$ cat src/rtl/core/oeef_pkg.sv
// Package for the object-id outline edge filter: widths, reset values,
// command and register codes, and the window type shared by the modules.
// No dependencies.
package oeef_pkg;

  localparam int unsigned KEY_BITS       = 16;
  localparam int unsigned TAG_W          = KEY_BITS + 1;
  localparam int unsigned MAX_LINE_WIDTH = 2048;
  localparam int unsigned COL_W          = $clog2(MAX_LINE_WIDTH);
  localparam int unsigned DIM_W          = 12;
  localparam int unsigned MARGIN_W       = 4;
  localparam int unsigned CHAN_W         = 8;
  localparam int unsigned RGB_W          = 3 * CHAN_W;
  localparam int unsigned CFG_IDX_W      = 2;
  localparam int unsigned CFG_DATA_W     = 12;

  localparam logic [DIM_W-1:0]    LINE_WIDTH_RST   = DIM_W'(1920);
  localparam logic [DIM_W-1:0]    FRAME_HEIGHT_RST = DIM_W'(1080);
  localparam logic [MARGIN_W-1:0] MARGIN_ROWS_RST  = MARGIN_W'(3);
  localparam logic [DIM_W-1:0]    MIN_DIM          = DIM_W'(2);
  localparam logic [DIM_W-1:0]    MAX_WIDTH_VAL    = DIM_W'(MAX_LINE_WIDTH);
  localparam logic [MARGIN_W-1:0] MIN_MARGIN       = MARGIN_W'(1);

  typedef enum logic {
    CMD_PIXEL = 1'b0,
    CMD_FLUSH = 1'b1
  } cmd_e;

  typedef enum logic [CFG_IDX_W-1:0] {
    CFG_LINE_WIDTH   = 2'd0,
    CFG_FRAME_HEIGHT = 2'd1,
    CFG_MARGIN_ROWS  = 2'd2
  } cfg_idx_e;

  // Object tag: valid bit above the key bits.
  typedef logic [TAG_W-1:0] tag_t;
  typedef logic [RGB_W-1:0] rgb_t;
  typedef logic [COL_W-1:0] col_t;

  // Neighborhood of one centre pixel.
  typedef struct packed {
    tag_t cen;
    tag_t left;
    tag_t right;
    tag_t up;
    tag_t below;
  } win_t;

endpackage

$ cat src/rtl/core/oeef_outline_dec.sv
// Outline decision for one centre pixel from its four-neighbor window.
// Depends on oeef_pkg.
module oeef_outline_dec (
  input  oeef_pkg::win_t win_i,
  input  logic           in_area_i,
  output logic           outline_o
);

  logic no_obj;
  logic differs;

  always_comb begin
    // In the area, no object in the centre or to the right marks an edge.
    no_obj  = !win_i.cen[oeef_pkg::KEY_BITS] || !win_i.right[oeef_pkg::KEY_BITS];
    differs = (win_i.cen != win_i.left) || (win_i.cen != win_i.right) ||
              (win_i.cen != win_i.up) || (win_i.cen != win_i.below);
    outline_o = in_area_i && (no_obj || differs);
  end

endmodule

$ cat config.mk
export PLATFORM = sky130hd
export DESIGN_NAME = oeef_outline_dec
export DESIGN_NICKNAME = d
export VERILOG_FILES = /design/src/rtl/core/oeef_pkg.sv /design/src/rtl/core/oeef_outline_dec.sv
export SDC_FILE = /design/constraint.sdc
export NUM_CORES = 1
export LEC_CHECK = 0
export ABC_AREA = 1
export BUFFER_PORTS_ARGS = -buffer_cell sky130_fd_sc_hd__buf_4
export CORE_MARGIN = 4
export CORE_UTILIZATION = 47
export DETAILED_ROUTE_END_ITERATION = 10
export PLACE_DENSITY_LB_ADDON = 0.12
export SETUP_SLACK_MARGIN = 0.5
export SYNTH_ARGS = -nofsm -noshare
export SYNTH_HDL_FRONTEND = slang
export SYNTH_SLANG_ARGS = --single-unit
$ cat constraint.sdc
create_clock -name vclk -period 2.7
set_input_delay 0.135 -clock vclk [all_inputs]
set_output_delay 0.135 -clock vclk [all_outputs]
set_load 0.01 [all_outputs]
Yosys cells after proc, flatten, opt, wreduce, memory -nomap -nowiden
Index checks and enable logic that the tools add are counted.
{"block": "totals", "reg_bits": 0, "mem_count": 0, "latchBits": 0, "mem_bits_ro": 0, "mem_bits_rw": 0, "out_inout_bits": 1, "inputBits": 86, "word_cells": 12}
{"block": "op_classes", "shifts": 0, "n_reduce_logical": 8, "n_mul": 0, "n_div": 0, "n_eq_ne": 4, "n_lt_le_gt_ge": 0, "n_bitwise": 0, "n_mux": 0, "n_addsub": 0}
{"op": "17-bit != test", "count": 4}
{"op": "1-bit logical OR", "count": 5}
{"op": "1-bit logical NOT", "count": 2}
{"op": "1-bit logical AND", "count": 1}

Depth between registers and ports, before layout
{"block": "depth", "ltp_word": 6, "mapped_depth": 12, "depth_no_buf": 11}

Worst setup path after synthesis
OpenSTA, ideal clock, no wires.
{"block": "synth_path", "path_type": "in2out", "startpoint": "in win_i[50] (netlist bit)", "endpoint": "out outline_o", "arrival_time_ns": 1.061, "setup_slack_ns": 1.504, "stages": 11, "required_time_ns": 2.565, "n_path_buf": 0, "cell_sequence": "ha_1 > inv_1 > nand2_1 > nor2_1 > nand2_1 > nor2_1 > nand3_1 > nor2_2 > nand3_1 > nand2_1 > inv_1"}
{"block": "synth_between", "elab_chain_cells": 6, "elab_cells_between_ends": 8, "classes_between": "1 x eq/ne; 7 x reduce/logical"}
{"element": "start: declaration", "line": "oeef_outline_dec.sv:4", "rtl": "input oeef_pkg::win_t win_i,"}
{"element": "17-bit != test", "line": "oeef_outline_dec.sv:15", "rtl": "differs = (win_i.cen != win_i.left) || (win_i.cen != win_i.right) ||"}
{"element": "1-bit logical OR (2 in a row)", "line": "oeef_outline_dec.sv:15"}
{"element": "1-bit logical OR", "line": "oeef_outline_dec.sv:16", "rtl": "(win_i.cen != win_i.up) || (win_i.cen != win_i.below);"}
{"element": "1-bit logical OR *", "line": "oeef_outline_dec.sv:17", "rtl": "outline_o = in_area_i && (no_obj || differs);"}
{"element": "1-bit logical AND *", "line": "oeef_outline_dec.sv:17"}
{"element": "end: declaration", "line": "oeef_outline_dec.sv:6", "rtl": "output logic outline_o"}
Every way passes the cells marked *; elsewhere a longest branch is shown, timed or not.

Final worst setup path
{"block": "layout_path", "startpoint": "in win_i[84] (netlist bit)", "endpoint": "out outline_o"}
The elaborated chain is that of the path after synthesis.

==> impl_metrics.xml <==
<?xml version="1.0" encoding="UTF-8"?>
<metrics>
  <group name="power">
    <metric name="power.switching_fraction" unit="">0.455</metric>
    <metric name="power.ir.vdd_worst" unit="mV">0.0983</metric>
    <metric name="pwr-share-comb" unit="">1.000</metric>
    <metric name="total_leakage_power" unit="uW">0.00125</metric>
    <metric name="internal_power" unit="uW">143</metric>
    <metric name="power.net_switching" unit="uW">119</metric>
    <metric name="power.share.sequential" unit="">0</metric>
    <metric name="power_per_cell_area" unit="nW/um^2">139</metric>
    <metric name="share_clk_of_total_power" unit="">0</metric>
  </group>
  <group name="timing">
    <metric name="timing.final.crit_period" unit="ns">1.51</metric>
    <metric name="worst_slew_margin_rel" unit="">0.873</metric>
    <metric name="setup_viol" unit="">0</metric>
    <metric name="max_slew.worst_pin.slew" unit="ns">0.189</metric>
    <metric name="hold_viol" unit="">0</metric>
    <metric name="layout_worst_path_cycle_share" unit="">0.560</metric>
    <metric name="slew_violations" unit="">0</metric>
    <metric name="finalSetupTns" unit="ns">0</metric>
    <metric name="maxClockFrequency" unit="GHz">0.662</metric>
    <metric name="grt_setup_unrepaired" unit="">false</metric>
  </group>
  <group name="cells_and_area">
    <metric name="instances_no_fill" unit="">400</metric>
    <metric name="fin_util" unit="">0.770</metric>
    <metric name="seq_cells" unit="">0</metric>
    <metric name="n_antenna_cell" unit="">0</metric>
    <metric name="num-nets-final" unit="">459</metric>
    <metric name="most-common-layout-cells" unit="">nand2_1, buf_4, inv_1</metric>
    <metric name="area_delta_synth_final" unit="%">56.6</metric>
    <metric name="multiInputGateArea" unit="um^2">943</metric>
    <metric name="storage_cell_area" unit="um^2">0</metric>
    <metric name="fillers" unit="">220</metric>
    <metric name="final_design_area_no_fill" unit="um^2">1890</metric>
    <metric name="layout-drive-gt1-share" unit="">0.278</metric>
    <metric name="num-clock-buffers" unit="">0</metric>
    <metric name="layout_commonest_cell" unit="">nand2_1</metric>
  </group>
  <group name="worst_setup_path">
    <metric name="critical-path-max-stage-delay" unit="ns">0.26</metric>
    <metric name="timing_worst_setup_path_type" unit="">in -&gt; out</metric>
    <metric name="worstPathMaxFanout" unit="">4</metric>
    <metric name="cp-end-kind" unit="">primary output</metric>
    <metric name="worstPathRequired" unit="ns">2.57</metric>
    <metric name="crit_path_cell_trace" unit="">buf_4, ha_1, inv_1, nand2_1, nor2_1, nand2_1, nor2_1, nand3_1, nor2_2, nand3_1, nand2_1, inv_1, buf_4</metric>
    <metric name="worst_path_max_delay_cell" unit="">ha_1</metric>
    <metric name="worst_ep_arrival_time" unit="ns">1.38</metric>
    <metric name="critical-path-top-cell-by-count" unit="">nand2_1</metric>
    <metric name="critPathLaunchType" unit="">input pin</metric>
  </group>
  <group name="place">
    <metric name="dp_hpwl" unit="um">3260</metric>
    <metric name="placedCellCount" unit="">400</metric>
    <metric name="placement.io_buffers" unit="">87</metric>
    <metric name="place_area" unit="um^2">1890</metric>
    <metric name="place.gp.congestion" unit="">0.883</metric>
  </group>
  <group name="synthesis">
    <metric name="post_synthesis_sequential_area_ratio" unit="">0</metric>
    <metric name="postSynthNetCount" unit="">371</metric>
    <metric name="postSynthAreaPerCell" unit="um^2">4.25</metric>
    <metric name="synth_warnings" unit="">0</metric>
    <metric name="synth.distinct_cells" unit="">17</metric>
    <metric name="synthesis.instances" unit="">284</metric>
    <metric name="synthesis.area" unit="um^2">1210</metric>
  </group>
  <group name="die">
    <metric name="dieHeight" unit="um">58.7</metric>
    <metric name="design.core.area" unit="um^2">2450</metric>
    <metric name="die-width" unit="um">58.7</metric>
    <metric name="starting_density" unit="">0.491</metric>
    <metric name="i_o_pins" unit="">87</metric>
    <metric name="die-area" unit="um^2">3440</metric>
    <metric name="placementRows" unit="">18</metric>
  </group>
  <group name="routing">
    <metric name="drc" unit="">0</metric>
    <metric name="average_wire_per_standard_cell" unit="um">9.00</metric>
    <metric name="detail_route_antenna_nets" unit="">0</metric>
    <metric name="route.detailed.vias_per_inst" unit="">4.31</metric>
    <metric name="routed-via-count" unit="">1725</metric>
    <metric name="drt_iter0_markers" unit="">120</metric>
    <metric name="drt_wl_total" unit="um">3600</metric>
    <metric name="drt_first_pass_iters" unit="">4</metric>
  </group>
  <group name="grt">
    <metric name="grt-ovfl-total" unit="">0</metric>
    <metric name="globalRouteTotalUtil" unit="">0.206</metric>
    <metric name="antenna_found_initial" unit="">0</metric>
    <metric name="grt_pass1_vias" unit="">1530</metric>
    <metric name="grt_pass1_wl" unit="um">5820</metric>
    <metric name="pin_count_of_the_biggest_net_entering_global_routing" unit="">8</metric>
  </group>
  <group name="hold_path">
    <metric name="hold_path.class" unit="">in -&gt; out</metric>
    <metric name="hold_end" unit="">outline_o</metric>
    <metric name="min_path_cells" unit="">4</metric>
    <metric name="holdCritStartpoint" unit="">in_area_i</metric>
  </group>
  <group name="job">
    <metric name="maxCapViolations" unit="">0</metric>
  </group>
  <group name="clock_tree">
    <metric name="count_of_hold_buffers_inserted_by_post_cts_repair" unit="">0</metric>
    <metric name="post_cts.repair.setup_buffers" unit="">0</metric>
    <metric name="ctsResizeCount" unit="">0</metric>
  </group>
  <group name="run_status">
    <metric name="outcome" unit="">finished, final reports clean</metric>
  </group>
</metrics>
power groups by stage:
| stage | Clock, uW | Sequential, uW | Combinational [uW] |
|---|---|---|---|
| final | 0 | 0 | 262 |
| after global routing | 0 | 0 | 298 |
| after CTS | 0 | 0 | 264 |
| after detailed placement | 0 | 0 | 262 |
| after global placement | 0 | 0 | 258 |
| after floorplan | 0 | 0 | 124 |
cell usage after synthesis:
library cell | instances | area (um^2)
buf_4 | 1 | 7.51
ha_1 | 1 | 12.5
inv_1 | 56 | 210
inv_2 | 12 | 45.0
nand2_1 | 143 | 537
nand3_1 | 4 | 20.0
nand3_2 | 1 | 10.0
nand4_1 | 3 | 18.8
nor2_1 | 32 | 120
nor2_2 | 2 | 12.5
o21ai_0 | 6 | 30.0
o21ai_1 | 3 | 15.0
o22ai_1 | 1 | 6.26
or2_1 | 1 | 6.26
or2_2 | 1 | 6.26
xnor2_1 | 16 | 140
xor2_1 | 1 | 8.76
metal layers:
| layer | track usage | vias up | share of wire |
|---|---|---|---|
| li1 | - | 985 | - |
| met1 | 0.266 | 680 | 0.42 |
| met2 | 0.389 | 60 | 0.49 |
| met3 | 0.0197 | 0 | 0.091 |
| met4 | 0 | 0 | 0 |
| met5 | 0 | - | 0 |
per-stage QoR:
stage,setup WS [ns],total power (uW),hold WS [ns]
finish,1.19,262,0.541
floorplan,1.50,124,0.366
global route,1.02,298,0.570
detailed placement,1.19,262,0.541
global placement,1.21,258,0.538
CTS,1.18,264,0.542
cell families (layout without fill, tap and decap cells):
group                    count (synthesis)  count (layout)  share of synthesized area
AO/OA/AOI/OAI                           10              10                     0.0425
adder cells (fa/ha/maj)                  1               1                     0.0104
AND/OR/NAND/NOR                        187             187                      0.606
XOR/XNOR                                17              17                      0.123
buffers and inverters                   69             155                      0.218
layout make-up:
type                            instances  share of cell area
Multi-Input combinational cell        215               0.499
Tap cell                               30              0.0199
Inverter                               68               0.135
Timing Repair Buffer                   87               0.346
how the worst max path moves through the flow:
stage,startpoint,end,slack [ns]
6_report,win_i[84],outline_o,1.19
3_3_place_gp,win_i[84],outline_o,1.21
2_1_floorplan,win_i[50],outline_o,1.50
5_1_grt,win_i[84],outline_o,1.02
4_1_cts,win_i[84],outline_o,1.18
3_5_place_dp,win_i[84],outline_o,1.19
critical path: cells and delay by family:
family	cells	cell delay, ns
fa+ha+maj	1	0.26
buf+inv	4	0.35
simple gates	8	0.62
No activity file was read; power rests on OpenSTA's default activity.
